### src/rtl/core/cau_pkg.sv
// Shared constants, types and the output clip function for the complex arithmetic unit.
package cau_pkg;

  localparam int FRAC_BITS = 16;
  localparam int NUM_W     = 64 + FRAC_BITS;
  localparam int QUO_BITS  = 33;
  localparam int CMP_W     = 64 + QUO_BITS;
  localparam int Q_DEPTH   = 2;
  localparam int Q_PTR_W   = $clog2(Q_DEPTH);

  localparam logic [1:0] CMD_ADD = 2'd0;
  localparam logic [1:0] CMD_SUB = 2'd1;
  localparam logic [1:0] CMD_MUL = 2'd2;
  localparam logic [1:0] CMD_DIV = 2'd3;

  typedef struct packed {
    logic [1:0]         command;
    logic signed [31:0] a_real;
    logic signed [31:0] a_imag;
    logic signed [31:0] b_real;
    logic signed [31:0] b_imag;
    logic               zero_div;
  } item_t;

  typedef struct packed {
    logic [31:0] value;
    logic        sat;
  } clip_t;

  // Sign and magnitude to 32-bit two's complement with saturation.
  function automatic clip_t clip(input logic neg, input logic [64:0] mag);
    clip_t c;
    c.sat = 1'b0;
    if (neg) begin
      if (mag > 65'h0_8000_0000) begin
        c.value = 32'h8000_0000;
        c.sat   = 1'b1;
      end else begin
        c.value = 32'(~mag[31:0] + 32'd1);
      end
    end else begin
      if (mag > 65'h0_7FFF_FFFF) begin
        c.value = 32'h7FFF_FFFF;
        c.sat   = 1'b1;
      end else begin
        c.value = mag[31:0];
      end
    end
    return c;
  endfunction

endpackage

### src/rtl/core/cau_queue.sv
// Short item queue between front end and execution pipeline.
module cau_queue (
  input  logic           clk,
  input  logic           rst_n,
  input  logic           push,
  input  cau_pkg::item_t wr_item,
  output logic           full,
  input  logic           pop,
  output logic           empty,
  output cau_pkg::item_t rd_item
);
  import cau_pkg::*;

  item_t              mem_r [Q_DEPTH];
  logic [Q_PTR_W-1:0] wr_ptr_r, rd_ptr_r;
  logic [Q_PTR_W:0]   count_r;

  assign full    = (count_r == (Q_PTR_W+1)'(Q_DEPTH));
  assign empty   = (count_r == '0);
  assign rd_item = mem_r[rd_ptr_r];

  always_ff @(posedge clk) begin
    if (push) begin
      mem_r[wr_ptr_r] <= wr_item;
    end
  end

  always_ff @(posedge clk) begin
    if (!rst_n) begin
      wr_ptr_r <= '0;
      rd_ptr_r <= '0;
      count_r  <= '0;
    end else begin
      if (push) begin
        wr_ptr_r <= (wr_ptr_r == Q_PTR_W'(Q_DEPTH - 1)) ? '0 : wr_ptr_r + 1'b1;
      end
      if (pop) begin
        rd_ptr_r <= (rd_ptr_r == Q_PTR_W'(Q_DEPTH - 1)) ? '0 : rd_ptr_r + 1'b1;
      end
      if (push && !pop) begin
        count_r <= count_r + 1'b1;
      end else if (pop && !push) begin
        count_r <= count_r - 1'b1;
      end
    end
  end

endmodule

### config.mk
export PLATFORM = sky130hd
export DESIGN_NAME = cau_queue
export DESIGN_NICKNAME = d
export VERILOG_FILES = /design/src/rtl/core/cau_pkg.sv /design/src/rtl/core/cau_queue.sv
export SDC_FILE = /design/constraint.sdc
export NUM_CORES = 1
export LEC_CHECK = 0
export BUFFER_PORTS_ARGS = -buffer_cell sky130_fd_sc_hd__buf_2
export CORE_UTILIZATION = 55
export CTS_CLUSTER_SIZE = 10
export DETAILED_ROUTE_END_ITERATION = 16
export PLACE_DENSITY = 0.93
export SYNTH_ARGS = -nofsm -noshare
export SYNTH_HDL_FRONTEND = slang
export SYNTH_SLANG_ARGS = --single-unit
### constraint.sdc
create_clock -name clk -period 18.1 [get_ports clk]
set_input_delay 2.715 -clock clk [delete_from_list [all_inputs] [get_ports clk]]
set_output_delay 2.715 -clock clk [all_outputs]
set_load 0.02 [all_outputs]
==> out/summary.txt <==
# nets final: 855
Resized Gates After CTS: 0
most common flop cell mapped by yosys: edfxtp_1
Hold Violations, Final: 0
global placement routability congestion: 0.751
maximum number of pins on one net before global-route repair: 77
Gate Count Post-Synth: 430
total power of the final layout: 1.42 mW
Die Span Y: 137 um
arrival time at the worst endpoint: 2.67 ns
share of cells above drive strength 1: 59.9%
full die area: 18800 um^2
syn avg cell area: 23.4 um^2
minimum clock period: 5.38 ns
reg2reg path depth: 2
DRT Wirelength: 18.5 mm
residual antenna-violating net count after detailed routing: 0
via count of the first global-routing pass: 5166
Hold Path Depth: 2
wire length of the first global-routing pass: 26.7 mm
count of clock tree sinks: 267
reg2reg setup slack: 15.64 ns
setup repair after global routing missed its margin: false
Port Buffers: 267
Seq/Total Area, Yosys: 79.3%
nature of the critical path endpoint: primary output
clock transition time at the flip-flop clock pins of the worst setup and hold paths: 0.05 ns
power density over the cells: 114 nW/um^2
synthesis-to-finish area growth: 23.5%
top cells by area in the synthesized netlist: edfxtp_1 78%, mux2_4 13%, mux2_2 4.6%
Achievable Freq: 0.186 GHz
overflow left after global routing: 0
Placement Rows: 49
initial core utilization: 56.1%
detailed-router iteration count before antenna repair: 4
number of flops mapped to enable cells by yosys: 262
Worst R2R Start: wr_ptr_r
max-cap violations: 0
Synthesis Warnings: 0
number of library cell types mapped by synthesis: 19
total global routing track utilization: 19.0%
total via count after detailed routing: 4961
final setup violation count: 0
highest fanout seen on the critical path: 50
CTS H-tree lvls: 1
initial detailed-routing violation count: 246
Worst setup SP type: register
Data required, critical path: 15.39 ns
number of remaining DRC errors: 0
CTS Buffer Depth: 3
cell chosen for the clock root: clkbuf_16
final number of max-transition violations: 0
die width: 137 um
outcome: complete, no violations
worst-skew pair later-pin latency: 0.52 ns
FF+latch count, synth: 267
number of hold-repair buffers added at the cts stage: 0
combined area of all synthesized cells: 10000 um^2
Post-Syn Nets: 566
Worst IR Drop VDD: 0.0873 mV
CTS tree: built
accumulated negative setup slack: 0 ns
number of buffers inserted during clock tree synthesis: 30
Std-Cell Core Area: 17900 um^2
proportion of register bits with asynchronous set or reset after synthesis: 0%
vias per cell: 5.16
slew margin rel.: 31.7%
critical path type: register to primary output
top post-synthesis cells by count: 262 x edfxtp_1, 90 x mux2_4, 41 x mux2_2, 10 x buf_6, 5 x dfxtp_1
number of I/O pins: 268
filler cell count in the final layout: 1136
number of antenna violations at the first check in global routing: 0
fin worst setup slack: 12.72 ns
dominant cell by count in the synthesized netlist: edfxtp_1
top-area cell type share of the netlist area: 78.3%
Post-CTS Setup Inserts: 0
leakage component of the power: 4.87 nW
HPWL reported at the end of detailed placement: 12.4 mm
per-cell routed wire length: 19.2 um
worst min-delay path startpoint: count_r[1]
Period Utilization, post-route: 29.7%
pin slew with the least headroom to its limit: 1.02 ns
largest area contributor in the netlist: edfxtp_1
final clock skew: 0.00671 ns
class of the worst hold path: register to register
Post-Place Setup Slack: 13.21 ns
[stage by stage]
step	utilization [%]	hold WS [ns]	instances	cell area [um^2]
after floorplan	-	0.474	430	10000
after global placement	64.6	0.487	916	11600
after detailed placement	64.6	0.537	916	11600
after CTS	69.3	0.547	960	12400
after global routing	69.3	0.601	960	12400
final	69.3	0.536	961	12400
[logic make-up (layout without fill, tap and decap cells)]
logic type | after synthesis | count (layout) | synth area share, %
DFF | 267 | 267 | 79.3
muxes | 131 | 131 | 18.0
buffers and inverters | 16 | 317 | 1.51
and+or+nand+nor | 9 | 9 | 0.548
AOI/OAI and AO/OA | 3 | 3 | 0.199
xor gates and xnor gates | 3 | 3 | 0.262
adders and majority gates | 1 | 1 | 0.125
other | 0 | 1 | 0
[power by group]
group          internal, mW  switching, mW  leakage (nW)
sequential            0.716         0.0129          2.50
clock                 0.312          0.207         0.403
combinational        0.0765         0.0939          1.97
total                  1.10          0.314          4.87
[final timing paths]
kind	end
hold / removal	count_r[1]
setup reg to reg	mem_r[1][5]
hold reg to reg	count_r[1]
setup / recovery	rd_item[17]
[worst max-delay path: stages (launching register included)]
cell	delay (ns)
dfxtp_4	0.80
buf_4	0.73
mux2_2	0.41
buf_2	0.16
[cells in the final DEF (no fill, tap or decap)]
master	n
clkbuf_1	12
o21ai_0	1
nor2b_1	1
and2_4	1
and2b_1	1
clkbuf_8	1
dfxtp_4	1
inv_1	1
mux2_2	41
diode_2	1
nor2_1	1
xor2_1	2
clkbuf_16	31
nor2b_4	1
and2_1	3
mux2_4	90
buf_2	267
a21boi_0	1
dfxtp_1	4
xnor2_1	1
edfxtp_1	262
buf_4	5
or3_1	1
ha_1	1
o21a_1	1
[registers in the layout, indices dropped and copies added, names as in the netlist, named ones only]
name	count
mem_r	262
count_r	2
rd_ptr_r	1
wr_ptr_r	1
[cell type report]
class / instances / area, um^2 / area share (%)
tap: 229 / 287 / 2.31
timing repair buffer: 272 / 1370 / 11.1
sequential: 267 / 7970 / 64.2
multi-input combinational: 147 / 1940 / 15.6
clock buffer: 44 / 835 / 6.73
antenna: 1 / 2.50 / 0.0202
inverter: 1 / 3.75 / 0.0302
[routing by layer]
| layer | track usage (%) | wire (um) |
|---|---|---|
| met1 | 22.3 | 6850 |
| met3 | 4.70 | 1420 |
| met2 | 34.0 | 9820 |
| met4 | 6.47 | 385 |
| met5 | 0 | 0 |
(Power assumes the default switching activity.)
