File: src/rtl/core/cau_pkg.sv
// Shared constants, types and the output clip function for the complex arithmetic unit.
package cau_pkg;

  localparam int FRAC_BITS = 16;
  localparam int NUM_W     = 64 + FRAC_BITS;
  localparam int QUO_BITS  = 33;
  localparam int CMP_W     = 64 + QUO_BITS;
  localparam int Q_DEPTH   = 2;
  localparam int Q_PTR_W   = $clog2(Q_DEPTH);

  localparam logic [1:0] CMD_ADD = 2'd0;
  localparam logic [1:0] CMD_SUB = 2'd1;
  localparam logic [1:0] CMD_MUL = 2'd2;
  localparam logic [1:0] CMD_DIV = 2'd3;

  typedef struct packed {
    logic [1:0]         command;
    logic signed [31:0] a_real;
    logic signed [31:0] a_imag;
    logic signed [31:0] b_real;
    logic signed [31:0] b_imag;
    logic               zero_div;
  } item_t;

  typedef struct packed {
    logic [31:0] value;
    logic        sat;
  } clip_t;

  // Sign and magnitude to 32-bit two's complement with saturation.
  function automatic clip_t clip(input logic neg, input logic [64:0] mag);
    clip_t c;
    c.sat = 1'b0;
    if (neg) begin
      if (mag > 65'h0_8000_0000) begin
        c.value = 32'h8000_0000;
        c.sat   = 1'b1;
      end else begin
        c.value = 32'(~mag[31:0] + 32'd1);
      end
    end else begin
      if (mag > 65'h0_7FFF_FFFF) begin
        c.value = 32'h7FFF_FFFF;
        c.sat   = 1'b1;
      end else begin
        c.value = mag[31:0];
      end
    end
    return c;
  endfunction

endpackage

File: src/rtl/core/cau_if.sv
// Valid/ready channel interfaces for operand items and result items.
interface cau_in_if;
  logic               valid;
  logic               ready;
  logic [1:0]         command;
  logic signed [31:0] a_real;
  logic signed [31:0] a_imag;
  logic signed [31:0] b_real;
  logic signed [31:0] b_imag;

  modport source (output valid, command, a_real, a_imag, b_real, b_imag, input ready);
  modport sink   (input valid, command, a_real, a_imag, b_real, b_imag, output ready);
endinterface


File: src/rtl/core/cau_front.sv
// Front end: accepts operand items and classifies them for the queue.
module cau_front (
  cau_in_if.sink         in_ch,
  input  logic           q_full,
  output logic           push,
  output cau_pkg::item_t item
);
  import cau_pkg::*;

  assign in_ch.ready = !q_full;
  assign push        = in_ch.valid && !q_full;

  always_comb begin
    item.command  = in_ch.command;
    item.a_real   = in_ch.a_real;
    item.a_imag   = in_ch.a_imag;
    item.b_real   = in_ch.b_real;
    item.b_imag   = in_ch.b_imag;
    item.zero_div = (in_ch.command == CMD_DIV) && (in_ch.b_real == 32'sd0) &&
                    (in_ch.b_imag == 32'sd0);
  end

endmodule

File: src/flat_wrapper.sv
// flat-port wrapper written by rule: the top's interface ports become plain ports
module cau_front_flat import cau_pkg::*;
  (q_full, push, item, in_ch_valid, in_ch_command, in_ch_a_real, in_ch_a_imag, in_ch_b_real, in_ch_b_imag, in_ch_ready);
  cau_in_if in_ch_i ();
  input  logic q_full;
  output logic push;
  output cau_pkg::item_t item;
  input wire logic [$bits(in_ch_i.valid)-1:0] in_ch_valid;
  input wire logic [$bits(in_ch_i.command)-1:0] in_ch_command;
  input wire logic [$bits(in_ch_i.a_real)-1:0] in_ch_a_real;
  input wire logic [$bits(in_ch_i.a_imag)-1:0] in_ch_a_imag;
  input wire logic [$bits(in_ch_i.b_real)-1:0] in_ch_b_real;
  input wire logic [$bits(in_ch_i.b_imag)-1:0] in_ch_b_imag;
  output wire logic [$bits(in_ch_i.ready)-1:0] in_ch_ready;
  assign in_ch_i.valid = in_ch_valid;
  assign in_ch_i.command = in_ch_command;
  assign in_ch_i.a_real = in_ch_a_real;
  assign in_ch_i.a_imag = in_ch_a_imag;
  assign in_ch_i.b_real = in_ch_b_real;
  assign in_ch_i.b_imag = in_ch_b_imag;
  assign in_ch_ready = in_ch_i.ready;
  cau_front u_core (.in_ch(in_ch_i), .q_full(q_full), .push(push), .item(item));
endmodule
File: config.mk
export PLATFORM = sky130hd
export DESIGN_NAME = cau_front_flat
export DESIGN_NICKNAME = d
export VERILOG_FILES = /design/src/rtl/core/cau_pkg.sv /design/src/rtl/core/cau_if.sv /design/src/rtl/core/cau_front.sv /design/src/flat_wrapper.sv
export SDC_FILE = /design/constraint.sdc
export NUM_CORES = 1
export LEC_CHECK = 0
export ABC_AREA = 1
export BUFFER_PORTS_ARGS = -buffer_cell sky130_fd_sc_hd__buf_4
export CORE_AREA = 8 8 97 99
export DETAILED_ROUTE_END_ITERATION = 10
export DIE_AREA = 0 0 105 107
export PLACE_DENSITY_LB_ADDON = 0.12
export SYNTH_ARGS = -nofsm -noshare
export SYNTH_HDL_FRONTEND = slang
export SYNTH_SLANG_ARGS = --single-unit
File: constraint.sdc
create_clock -name vclk -period 1.27
set_input_delay 0.1905 -clock vclk [all_inputs]
set_output_delay 0.1905 -clock vclk [all_outputs]
set_load 0.02 [all_outputs]
==> impl_metrics.yaml <==
power:
  power.leakage_nw: 0.795
  powerDensity_nw_per_um2: 382
  finalPower_uw: 614
  max-vdd-ir-drop_v: 0.0000648
min_path:
  hold_class: "input port to primary output"
synth:
  yosys.area.top_type: "buf_4"
  synth.avg_cell_area_um2: 6.33
  synth.distinct_cells: 7
  yosysWarnings: 0
  synth_area_leaders: "buf_4, nor2_1, nand2_1, nand4_1, inv_1"
  yosysSeqAreaShare: 0
  synthTopCellsByCount: "buf_4, nor2_1, nand2_1"
  synth_area_um2: 1220
  synth_top_area_frac: 0.799
  yosysMostFrequentCell: "buf_4"
  synthCells: 193
  syn_nets: 325
die:
  fp.coreArea_um2: 7930
  die_y_um: 107
  num_io_pins: 265
  die_width_um: 105
  rows: 33
  start_util: 0.154
  dieArea_um2: 11200
layout:
  layout-drive-gt1-share: 0.824
  multiInputGateArea_um2: 365
  fillerInstances: 897
  final_nets: 338
  n_clock_buffer: 0
  areaGrowthSynthToFinish_pct: 31.7
  seq_area_um2: 0
  final_cells: 309
  seq_cell_count: 0
  n_antenna_cell: 0
detailed_routing:
  drtPass1Iterations: 2
  ant_nets: 0
  finalWirelength_mm: 4.56
  via_per_inst: 3.38
  routedWlPerCell_um: 14.8
  drt_iter0_markers: 19
  vias: 1045
  drc: 0
clocking:
  cts_setup_buffers: 0
  hold_buffers: 0
critical_path:
  endpoint: "item[0]"
  crit_start: "in_ch_b_real[28]"
  cp.required_ns: 1.08
  critPathMaxFanout: 2
  worst-setup-path-type: "input port to primary output"
  critPathLaunchType: "input port"
  critPathArrivalTime_ns: 1.06
  crit_path_end_kind: "primary output"
global_routing:
  grt_pass1_vias: 1173
  grt_overflow_total: 0
  antenna_found_initial: 0
  grt_max_degree: 3
  track_usage: 0.0697
  grt_first_pass_wirelength_mm: 6.47
timing:
  worst_pin_slew_ns: 0.161
  slew_viol_final: 0
  fin_crit_ns: 1.25
  setup_violations: 0
  rsz0062_at_grt: "true"
  slew_headroom: 0.892
  hold_violations: 0
  post-route-period-util: 0.984
  max_freq_mhz: 800
status:
  status: "complete, no violations"
placed_design:
  hpwl_mm: 4.24
  port_buffers: 137
  post-place-cells: 309
  place.gp.congestion: 0.674
job:
  max_cap_violations: 0
-- power breakdown --
part | total [mW] | internal (mW) | switching (mW)
registers | 0 | 0 | 0
logic | 0.614 | 0.318 | 0.296
clock network | 0 | 0 | 0
total | 0.614 | 0.318 | 0.296
-- cell families (layout without fill, tap and decap cells) --
logic type | Yosys count | count (layout) | synth area share
buffers and inverters | 132 | 143 | 0.805
AND/OR/NAND/NOR | 61 | 61 | 0.195
-- cell type report --
| cell class | count | share of cell area |
|---|---|---|
| timing repair buffer | 141 | 0.686 |
| multi-input combinational | 61 | 0.227 |
| tap | 105 | 0.0817 |
| inverter | 2 | 0.00467 |
-- layout by cell type, fill, tap and decap left out --
master	Yosys	layout
buf_4	130	130
buf_6	0	10
buf_8	0	1
inv_1	2	2
nand2_1	17	13
nand2_2	0	4
nand4_1	2	2
nor2_1	40	19
nor2_2	1	10
nor2_4	0	12
nor3_2	0	1
-- worst min path at each step --
stage                      from     endpoint  slack (ns)  cells after the start
2_1_floorplan            q_full  in_ch_ready        0.46                      1
3_3_place_gp    in_ch_a_real[8]    item[105]        0.38                      0
3_5_place_dp    in_ch_a_real[8]    item[105]        0.38                      0
4_1_cts         in_ch_a_real[8]    item[105]        0.38                      0
5_1_grt        in_ch_a_real[12]    item[109]        0.38                      0
6_report       in_ch_a_real[12]    item[109]        0.38                      0
-- per-stage QoR --
stage	TNS (ns)	cell area, µm²	util	setup WS [ns]	hold WS, ns
after CTS	-0.0392	1460	0.184	-0.0392	0.381
after floorplan	0	1220	-	0.280	0.458
after global placement	-0.0984	1440	0.181	-0.0984	0.381
after detailed placement	-0.109	1440	0.181	-0.109	0.381
final	0	1610	0.203	0.0208	0.381
after global routing	-0.0766	1610	0.203	-0.0766	0.381
-- what timing repair did --
action                     in CTS  in global routing
setup endpoints to repair       1                  1
pin swaps                       3                 25
gates resized for setup         6                 44
-- critical path: stages --
cell	delay [ns]
buf_8	0.10
nor2_4	0.11
nand2_2	0.08
nor2_4	0.08
nand2_2	0.07
nor2_2	0.10
nand2_1	0.07
nor2_2	0.12
buf_6	0.12
-- per-layer routing --
layer,wire length (µm),up-vias,global-route usage
met1,1230,422,0.0542
li1,-,476,-
met2,2370,119,0.133
met5,0,-,0
met3,765,28,0.0462
met4,191,0,0.0296
No activity file was read; power rests on OpenSTA's default activity.
